===== src/design/fnv1a64_crc32c_fold_hash_defines.svh =====
// assertion macros for the hash block
`ifndef FNV1A64_CRC32C_FOLD_HASH_DEFINES_SVH
`define FNV1A64_CRC32C_FOLD_HASH_DEFINES_SVH

// same-cycle implication
`define FCF_ASSERT_NOW(lbl, clk, rst_n, ante, cons, msg) \
    lbl: assert property (@(posedge clk) disable iff (!rst_n) (ante) |-> (cons)) \
        else $error(msg);

// next-cycle implication
`define FCF_ASSERT_NEXT(lbl, clk, rst_n, ante, cons, msg) \
    lbl: assert property (@(posedge clk) disable iff (!rst_n) (ante) |=> (cons)) \
        else $error(msg);

`endif


===== src/design/fcf_pkg.sv =====
package fcf_pkg;

    localparam logic [63:0] FNV_BASIS   = 64'hCBF2_9CE4_8422_2325;
    localparam logic [63:0] FNV_PRIME   = 64'h0000_0100_0000_01B3;
    localparam logic [63:0] GOLDEN_MUL  = 64'h9E37_79B9_7F4A_7C15;
    localparam logic [31:0] CRC32C_POLY = 32'h82F6_3B78;

    typedef struct packed {
        logic [7:0] data_byte;
        logic       byte_present;
        logic       last_byte;
    } key_item_t;

    typedef struct packed {
        logic [63:0] hash_value;
        logic        too_long;
    } hash_item_t;

    typedef struct packed {
        logic byte_en;
        logic seed_load;
        logic fold_step;
        logic mul_lo;
        logic mul_hi;
        logic out_load;
    } cmd_t;

    typedef struct packed {
        logic len_zero;
        logic overflow;
        logic out_free;
    } status_t;

    function automatic logic [31:0] crc_byte(input logic [31:0] crc, input logic [7:0] b);
        logic [31:0] c;
        c = crc ^ {24'b0, b};
        for (int i = 0; i < 8; i++)
        begin
            c = c[0] ? ((c >> 1) ^ CRC32C_POLY) : (c >> 1);
        end
        return c;
    endfunction

    // multiply by 2^40 + 0x1b3 as shifts and adds
    function automatic logic [63:0] fnv_step(input logic [63:0] acc, input logic [7:0] b);
        logic [63:0] x;
        x = acc ^ {56'b0, b};
        return x + (x << 1) + (x << 4) + (x << 5) + (x << 7) + (x << 8) + (x << 40);
    endfunction

endpackage


===== src/design/fcf_ctrl.sv =====
module fcf_ctrl (
    input  logic           clk,
    input  logic           rst_n,
    input  logic           key_valid,
    output logic           key_ready,
    input  logic           byte_present,
    input  logic           last_byte,
    input  fcf_pkg::status_t status,
    output fcf_pkg::cmd_t    cmd
);

    localparam logic [2:0] S_BYTES  = 3'd0;
    localparam logic [2:0] S_FOLD   = 3'd1;
    localparam logic [2:0] S_MUL_LO = 3'd2;
    localparam logic [2:0] S_MUL_HI = 3'd3;
    localparam logic [2:0] S_DONE   = 3'd4;

    logic [2:0] state_reg;
    logic [2:0] state_next;
    logic       key_accept;

    assign key_ready  = (state_reg == S_BYTES);
    assign key_accept = key_valid && key_ready;

    always_comb
    begin
        state_next    = state_reg;
        cmd           = '0;
        case (state_reg)
            S_BYTES:
            begin
                cmd.byte_en   = key_accept && byte_present;
                cmd.seed_load = key_accept && last_byte;
                if (key_accept && last_byte)
                begin
                    state_next = S_FOLD;
                end
            end
            S_FOLD:
            begin
                if (status.overflow)
                begin
                    state_next = S_DONE;
                end
                else if (status.len_zero)
                begin
                    state_next = S_MUL_LO;
                end
                else
                begin
                    cmd.fold_step = 1'b1;
                end
            end
            S_MUL_LO:
            begin
                cmd.mul_lo = 1'b1;
                state_next = S_MUL_HI;
            end
            S_MUL_HI:
            begin
                cmd.mul_hi = 1'b1;
                state_next = S_DONE;
            end
            S_DONE:
            begin
                if (status.out_free)
                begin
                    cmd.out_load = 1'b1;
                    state_next   = S_BYTES;
                end
            end
            default:
            begin
                state_next = S_BYTES;
            end
        endcase
    end

    always_ff @(posedge clk or negedge rst_n)
    begin
        if (!rst_n)
        begin
            state_reg <= S_BYTES;
        end
        else
        begin
            state_reg <= state_next;
        end
    end

endmodule


===== src/design/fcf_dpath.sv =====
module fcf_dpath #(
    parameter int MAX_KEY_BYTES = 4096
) (
    input  logic               clk,
    input  logic               rst_n,
    input  logic [7:0]         data_byte,
    input  fcf_pkg::cmd_t      cmd,
    output fcf_pkg::status_t   status,
    output logic               hash_valid,
    input  logic               hash_ready,
    output fcf_pkg::hash_item_t hash_item
);

    localparam int LEN_W = $clog2(MAX_KEY_BYTES + 1);
    localparam logic [LEN_W-1:0] LEN_MAX = LEN_W'(MAX_KEY_BYTES);

    logic [63:0]      fnv_reg;
    logic [31:0]      crc_reg;
    logic [LEN_W-1:0] len_reg;
    logic             ovf_reg;
    logic [31:0]      seed_reg;
    logic [63:0]      prod_lo_reg;
    logic [31:0]      prod_hi_reg;
    logic [63:0]      hash_reg;
    logic             too_long_reg;
    logic             out_valid_reg;

    logic             byte_take;
    logic [63:0]      fnv_upd;
    logic [31:0]      mul_a;
    logic [31:0]      mul_b;
    logic [63:0]      prod;
    logic [63:0]      mix;

    assign byte_take = cmd.byte_en && !ovf_reg && (len_reg < LEN_MAX);
    assign fnv_upd   = byte_take ? fcf_pkg::fnv_step(fnv_reg, data_byte) : fnv_reg;

    // shared 32x32 multiplier, low then high half of the constant
    assign mul_a = seed_reg ^ crc_reg;
    assign mul_b = cmd.mul_hi ? fcf_pkg::GOLDEN_MUL[63:32] : fcf_pkg::GOLDEN_MUL[31:0];
    assign prod  = 64'(mul_a) * 64'(mul_b);
    assign mix   = prod_lo_reg + {prod_hi_reg, 32'b0};

    assign status.len_zero = (len_reg == '0);
    assign status.overflow = ovf_reg;
    assign status.out_free = !out_valid_reg || hash_ready;

    assign hash_valid           = out_valid_reg;
    assign hash_item.hash_value = hash_reg;
    assign hash_item.too_long   = too_long_reg;

    always_ff @(posedge clk or negedge rst_n)
    begin
        if (!rst_n)
        begin
            fnv_reg       <= fcf_pkg::FNV_BASIS;
            crc_reg       <= '0;
            len_reg       <= '0;
            ovf_reg       <= 1'b0;
            out_valid_reg <= 1'b0;
        end
        else
        begin
            if (cmd.out_load)
            begin
                fnv_reg <= fcf_pkg::FNV_BASIS;
                crc_reg <= '0;
                len_reg <= '0;
                ovf_reg <= 1'b0;
            end
            else if (cmd.fold_step)
            begin
                len_reg <= len_reg - 1'b1;
            end
            else if (byte_take)
            begin
                fnv_reg <= fnv_upd;
                crc_reg <= fcf_pkg::crc_byte(crc_reg, data_byte);
                len_reg <= len_reg + 1'b1;
            end
            else if (cmd.byte_en)
            begin
                ovf_reg <= 1'b1;
            end

            if (cmd.out_load)
            begin
                out_valid_reg <= 1'b1;
            end
            else if (hash_ready)
            begin
                out_valid_reg <= 1'b0;
            end
        end
    end

    always_ff @(posedge clk)
    begin
        if (cmd.seed_load)
        begin
            seed_reg <= fnv_upd[31:0];
        end
        else if (cmd.fold_step)
        begin
            seed_reg <= fcf_pkg::crc_byte(seed_reg, 8'h00);
        end
        if (cmd.mul_lo)
        begin
            prod_lo_reg <= prod;
        end
        if (cmd.mul_hi)
        begin
            prod_hi_reg <= prod[31:0];
        end
        if (cmd.out_load)
        begin
            hash_reg     <= ovf_reg ? 64'd0 : (fnv_reg ^ mix);
            too_long_reg <= ovf_reg;
        end
    end

endmodule


===== src/design/fnv1a64_crc32c_fold_hash.sv =====
// channel   dir  handshake              payload
// key       in   key_valid/key_ready    key_item  (fcf_pkg::key_item_t)
// hash      out  hash_valid/hash_ready  hash_item (fcf_pkg::hash_item_t)
//
// a key item is taken on each key_valid/key_ready handshake; an item with last_byte then holds the input off
// for L stored bytes through L zero-byte crc steps, a step to see the count at zero,
// two steps on the shared 32x32 multiplier and the load of the output register, which waits for it to be free
// an overlong key skips the fold and the multiply and goes straight to the output load
// rst_n clears the controller, the key state and the output valid at once
// a result waits in the output register while the next key streams; the next load waits for it
module fnv1a64_crc32c_fold_hash #(
    parameter int MAX_KEY_BYTES = 4096
) (
    input  logic                clk,
    input  logic                rst_n,
    input  logic                key_valid,
    output logic                key_ready,
    input  fcf_pkg::key_item_t  key_item,
    output logic                hash_valid,
    input  logic                hash_ready,
    output fcf_pkg::hash_item_t hash_item
);

    `include "fnv1a64_crc32c_fold_hash_defines.svh"

    fcf_pkg::cmd_t    cmd;
    fcf_pkg::status_t status;

    fcf_ctrl u_ctrl (
        .clk          (clk),
        .rst_n        (rst_n),
        .key_valid    (key_valid),
        .key_ready    (key_ready),
        .byte_present (key_item.byte_present),
        .last_byte    (key_item.last_byte),
        .status       (status),
        .cmd          (cmd)
    );

    fcf_dpath #(
        .MAX_KEY_BYTES (MAX_KEY_BYTES)
    ) u_dpath (
        .clk        (clk),
        .rst_n      (rst_n),
        .data_byte  (key_item.data_byte),
        .cmd        (cmd),
        .status     (status),
        .hash_valid (hash_valid),
        .hash_ready (hash_ready),
        .hash_item  (hash_item)
    );

    `FCF_ASSERT_NOW(a_too_long_zero, clk, rst_n, hash_valid && hash_item.too_long, hash_item.hash_value == 64'd0, "too_long result with nonzero hash")
    `FCF_ASSERT_NEXT(a_end_stops_input, clk, rst_n, key_valid && key_ready && key_item.last_byte, !key_ready, "input still taken after key end")
    `FCF_ASSERT_NOW(a_fold_nonempty, clk, rst_n, cmd.fold_step, !status.len_zero && !status.overflow, "fold step with no bytes left")

endmodule

===== config.mk =====
export PLATFORM = sky130hd
export DESIGN_NAME = fnv1a64_crc32c_fold_hash
export DESIGN_NICKNAME = d
export VERILOG_FILES = /design/src/design/fcf_pkg.sv /design/src/design/fcf_ctrl.sv /design/src/design/fcf_dpath.sv /design/src/design/fnv1a64_crc32c_fold_hash.sv
export VERILOG_INCLUDE_DIRS = /design/src /design/src/design
export SDC_FILE = /design/constraint.sdc
export NUM_CORES = 2
export LEC_CHECK = 0
export ABC_CLOCK_PERIOD_IN_PS = 10200
export BUFFER_PORTS_ARGS = -buffer_cell sky130_fd_sc_hd__buf_2
export CAP_MARGIN = 25
export CORE_AREA = 2 2 383 385
export CTS_CLUSTER_DIAMETER = 120
export DETAILED_ROUTE_END_ITERATION = 8
export DIE_AREA = 0 0 385 387
export PLACE_DENSITY_LB_ADDON = 0.3
export SETUP_SLACK_MARGIN = 0.3
export SKIP_CTS_REPAIR_TIMING = 1
export SLEW_MARGIN = 5
export SYNTH_ARGS = -nofsm -noshare
export SYNTH_HDL_FRONTEND = slang
export SYNTH_SLANG_ARGS = --single-unit

===== constraint.sdc =====
create_clock -name clk -period 10.2 [get_ports clk]
set_input_delay 2.04 -clock clk [delete_from_list [all_inputs] [get_ports clk]]
set_output_delay 2.04 -clock clk [all_outputs]
set_load 0.02 [all_outputs]

Word level (Yosys, flattened, before mapping)
Index checks and enable logic that the tools add are counted.
{ "op_classes": {"n_addsub": 9, "mux": 48, "multipliers": 1, "reduce_logical": 18, "bitwise": 20, "magnitude_cmp": 1, "eq_ne": 9} }
{ "op_table": {"columns": ["cell", "count"], "rows": [
  ["$mux 32", 22],
  ["$add 64x64->64", 7],
  ["$not 16->17", 16],
  ["$mux 64", 4],
  ["$mul 32x32->64", 1],
  ["$xor 64x64->64", 1],
  ["$xor 64x8->64", 1],
  ["$mux 13", 3],
  ["$xor 32x32->32", 1],
  ["$xor 32x8->32", 1],
  ["$pmux 3 s5", 1],
  ["$add 13x1->13 const B", 1],
  ["$logic_not 13->1", 1],
  ["$lt 13x13->1 const B", 1],
  ["$mux 1", 13],
  ["$sub 13x1->13 const B", 1],
  ["$mux 3", 4],
  ["$ne 2x2->1 const B", 4],
  ["$reduce_bool 2->1", 4],
  ["$eq 3x2->1 const B", 2],
  ["$reduce_and 3->1", 2],
  ["$logic_and 1x1->1", 5],
  ["$eq 3x1->1 const B", 1],
  ["$eq 3x3->1 const B", 1],
  ["other kinds (7)", 8]
]} }
{ "totals": {"regBits": 307, "word_cells": 117, "in_bits": 14} }

Depth between registers and ports, before layout
{ "depth": {"ltp_word": 20, "mapped_depth": 34} }

Hierarchy
Synthesis repeated with hierarchy kept, for this count alone.
{ "unflattened": {"hier_cells": 5229, "hier_area_um2": 50738.7} }
{ "modules_own_cells": {"columns": ["mod", "area_each_um2", "cells_per_inst", "instances"], "rows": [
  ["fcf_dpath", 50543.5, 5207, 1],
  ["fcf_ctrl", 195.2, 22, 1]
]} }

Worst setup path after synthesis
OpenSTA, ideal clock, no wires.
{ "synth_path": {"path_kind": "reg-to-reg", "startpoint": "register u_ctrl.state_reg[2]", "endpoint": "register u_dpath.prod_lo_reg[56] (data pin)", "period_less_slack_ns": 8.753, "slack_ns": 1.447, "n_path_buf": 4, "t_required_ns": 9.935, "stages_incl_launch_ff": 30, "setup_time_ns": 0.265, "arrival_ns": 8.488, "path_cell_list": "dfrtp_1 > nand2b_1 > or2_2 > inv_1 > clkbuf_1 > clkbuf_1 > clkbuf_1 > a21oi_1 > fa_1 > inv_1 > fa_1 > fa_1 > fa_1 > fa_1 > fa_1 > inv_1 > fa_1 > inv_1 > ha_1 > clkbuf_1 > inv_1 > nor3_1 > nand3_1 > a2111oi_2 > o211ai_1 > a21oi_1 > o211ai_1 > a21oi_1 > nor4b_1 > or3_1"} }
{ "synth_via": {"elab_chain_len": 4} }
{ "synth_rtl": {"columns": ["item", "line_no", "text"], "rows": [
  ["start, declared", "fcf_ctrl.sv:18", "logic [2:0] state_reg;"],
  ["start signal, assigned", "fcf_ctrl.sv:87", "state_reg <= state_next;"],
  ["$eq 3x2->1", "fcf_ctrl.sv:29", "case (state_reg)"],
  ["$mux 1", "fcf_ctrl.sv:29", null],
  ["$mux 32", "fcf_dpath.sv:40", "assign mul_b = cmd.mul_hi ? fcf_pkg::GOLDEN_MUL[63:32] : fcf_pkg::GOLDEN_MUL[31:0];"],
  ["$mul 32x32->64", "fcf_dpath.sv:41", "assign prod = 64'(mul_a) * 64'(mul_b);"],
  ["named net u_dpath.prod[56]", "fcf_dpath.sv:32", "logic [63:0] prod;"],
  ["end signal, assigned", "fcf_dpath.sv:109", "prod_lo_reg <= prod;"],
  ["end, declared", "fcf_dpath.sv:22", "logic [63:0] prod_lo_reg;"]
]} }
The timed path passes the listed nets, and every way through them passes these cells.
A chain may end at the register's enable or synchronous reset.

Final worst setup path
Ends and elaborated chain as after synthesis.

==> run summary <==
For the pin with the worst max-slew slack, the measured transition is 1.11 ns. Of all cell types, the one taking the most synthesized area is sky130_fd_sc_hd__fa_1. Of the cells placed in the final design, the portion with a size suffix greater than 1 is 5.69%. The final clock period utilization by the worst path is 89.1%. The insertion delay to the later sink of the worst-skew pair is 0.58 ns. The fraction of synthesized cell area taken by the top area cell type came out at 33.4%. The area used by sequential logic in the layout is 8680 um2. The clock skew is 0.0302 ns. The minimum clock period is 9.09 ns.

The count of endpoints failing setup in the final report is 0. The library cell used most frequently in the layout, excluding fill and tap cells, is sky130_fd_sc_hd__inv_1. The required arrival time at the worst endpoint came out at 10.52 ns.

The initial antenna violation count is 5. Max-cap violations in this run came to 0. The worst setup slack before clock tree synthesis came out at 1.20 ns. The floorplan die area is 149000 um2. The number of standard-cell rows in the floorplan came out at 140. The worst min-delay path class is reg -> reg. The number of enable-type register cells in the synthesized netlist is 193. The number of violations reported at the end of detailed-routing iteration 0 is 2952. The post-synthesis sequential area ratio is 17.2%. Of all nets on the critical path, the largest fanout is 17. The initial core utilization came out at 34.8%. The total area of multi-input combinational cells is 36800 um2. Input and output buffers added on the ports amount to 80. The first-pass GRT wire length is 248 mm.

The aggregate global routing overflow came out at 0. In this run the count of I/O pins placed on the die edge is 81. The aggregate negative setup slack is 0 ns. In this run the number of H-tree levels came out at 2. The total global routing track utilization is 22.4%. For this run, the leading register cell type out of synthesis is sky130_fd_sc_hd__edfxtp_1. The number of clock buffers added by TritonCTS is 35. The number of global-route vias before repair was 37656. The clock sink total came out at 307. The async set or reset register ratio after synthesis came out at 37.1%. The layout has 14575 filler cells. The total number of vias is 35930.

The die extent in x is 385 um. In the layout the commonest cells are sky130_fd_sc_hd__inv_1 (1196), sky130_fd_sc_hd__fa_1 (841), sky130_fd_sc_hd__ha_1 (572). The category of the most critical setup path is reg -> reg. For this run, the post-layout net count is 6606. The maximum clock insertion buffer count came out at 3.

Cells fill 37.6% of the core in the end. The distinct cell type count after synthesis is 96. The HPWL after detailed placement came out at 142 mm.

The synthesized netlist cell count is 5127. In this design, the largest share of critical-path delay is due to adder cells. The detailed-router iteration count before antenna repair is 6. Dividing the synthesized area by the synthesized cell count gives 9.84 um2. Entering global routing, the biggest net connects 105 pins. The total core area came out at 145000 um2. The clock-pin transition on the worst setup and hold timing paths is 0.06 ns. The number of warnings printed during yosys synthesis came out at 0. After detailed routing, the number of remaining DRC violations is 0.

For the worst setup path, the data arrival time is 9.41 ns. Yosys attributes the largest share of cell area to sky130_fd_sc_hd__fa_1 (33%), sky130_fd_sc_hd__ha_1 (14%), sky130_fd_sc_hd__edfxtp_1 (11%). The capturing element type of the critical path is a register.

The final hold violation count was 0. Setup repair after global routing left no endpoint under its margin. The total wire length is 167 mm.

The slowest stage of the critical path is the sky130_fd_sc_hd__fa_1 cell. STA classifies the critical path startpoint as a register. The flow ran to the end, and the final reports show no timing, DRC or antenna violations. Dividing the detail-routed wire length by the instance count gives 23.4 um. The number of nets with antenna violations after routing is 0.

Together, buffers and inverters on the worst path number 8. The vertical die dimension came out at 387 um. The max-slew violation total from the final report came to 0. At the end of routability-driven placement, the weighted congestion stood at 0.972. In the post-route analysis, the smallest setup slack over all paths is 1.11 ns. The root buffer cell is sky130_fd_sc_hd__clkbuf_16. The biggest cell delay along the critical path is 0.53 ns. The TritonCTS clock tree is done.

In this design, the critical path's most frequently occurring cell is sky130_fd_sc_hd__fa_1. The flip-flop and latch count after synthesis is 307. The post-synthesis instance area came out at 50500 um2. The per-cell via count in the routed design is 5.04. The layout-stage area growth over the synthesis result is 7.94%. Headroom to the max-slew limit came out at 25.5%. The maximum clock frequency came out at 110 MHz.
-- final cells by class --
class / count / share of cell area (%)
diodes: 2 / 0.00919
clock buffers: 43 / 1.70
clock inverters: 21 / 0.397
inverters: 1204 / 8.30
multi-input cells: 3490 / 67.6
flip-flops and latches: 307 / 15.9
well taps: 1917 / 4.40
repair buffers: 141 / 1.64
-- cells in the mapped netlist (12+ instances only) --
| library cell | number |
|---|---|
| sky130_fd_sc_hd__nand2b_1 | 25 |
| sky130_fd_sc_hd__fa_1 | 841 |
| sky130_fd_sc_hd__o211ai_1 | 14 |
| sky130_fd_sc_hd__nor3_1 | 47 |
| sky130_fd_sc_hd__xor2_1 | 118 |
| sky130_fd_sc_hd__a21oi_1 | 221 |
| sky130_fd_sc_hd__xnor2_1 | 328 |
| sky130_fd_sc_hd__inv_1 | 1198 |
| sky130_fd_sc_hd__nand2_1 | 346 |
| sky130_fd_sc_hd__dfrtp_1 | 86 |
| sky130_fd_sc_hd__o21a_1 | 22 |
| sky130_fd_sc_hd__and3_1 | 24 |
| sky130_fd_sc_hd__o21bai_1 | 27 |
| sky130_fd_sc_hd__a21o_1 | 105 |
| sky130_fd_sc_hd__or3_1 | 12 |
| sky130_fd_sc_hd__and2_1 | 13 |
| sky130_fd_sc_hd__edfxtp_1 | 193 |
| sky130_fd_sc_hd__dfstp_2 | 28 |
| sky130_fd_sc_hd__nand4_1 | 28 |
| sky130_fd_sc_hd__nor2b_1 | 22 |
| sky130_fd_sc_hd__ha_1 | 572 |
| sky130_fd_sc_hd__nor2_1 | 246 |
| sky130_fd_sc_hd__o21ai_0 | 149 |
| sky130_fd_sc_hd__a211oi_1 | 14 |
| sky130_fd_sc_hd__clkbuf_1 | 136 |
| sky130_fd_sc_hd__nand3_1 | 76 |
| sky130_fd_sc_hd__a31oi_1 | 34 |
-- kinds of logic after synthesis --
| kind of cell | synth area share [%] |
|---|---|
| compound gates | 9.08 |
| xor+xnor | 8.25 |
| fa+ha+maj | 47.5 |
| buf+inv | 10.2 |
| flops | 17.2 |
| mux | 0.0620 |
| other cells | 0.0149 |
| simple gates | 7.67 |
-- worst paths after layout --
kind                                startpoint                 endpoint  slack, ns  depth (start not counted)
max                        u_ctrl.state_reg[2]  u_dpath.prod_lo_reg[56]       1.11                         29
min reg2reg                 u_dpath.fnv_reg[0]       u_dpath.fnv_reg[0]       0.55                          2
min in group asynchronous                rst_n       u_dpath.hash_valid       1.51                          1
max in group asynchronous                rst_n       u_dpath.fnv_reg[5]       7.49                          3
min                         u_dpath.fnv_reg[0]       u_dpath.fnv_reg[0]       0.55                          2
max reg2reg                u_ctrl.state_reg[2]  u_dpath.prod_lo_reg[56]       1.11                         29
-- metal layers --
| layer | wire length (um) | GRT usage, % | vias up |
|---|---|---|---|
| li1 | - | - | 16204 |
| met1 | 70300 | 30.2 | 18356 |
| met2 | 80200 | 37.3 | 1139 |
| met3 | 9620 | 2.33 | 229 |
| met4 | 6610 | 7.88 | 2 |
| met5 | 13 | 0 | - |
-- tightest hold or removal path, delay by kind of cell, from the launching register on --
| family | cells | cell delay (ns) |
|---|---|---|
| flops | 1 | 0.41 |
| simple gates | 1 | 0.06 |
| compound gates | 1 | 0.07 |
-- stage by stage --
stage,instances,hold slack [ns],cell area [um2]
floorplan,5159,0.461,50600
global placement,7058,0.519,53300
detailed placement,7058,0.524,53300
CTS,7122,0.541,54400
global route,7124,0.556,54500
finish,7125,0.545,54500
Power is not shown: default switching activity piles up to over one toggle a cycle in this logic, so the estimate is an artifact.
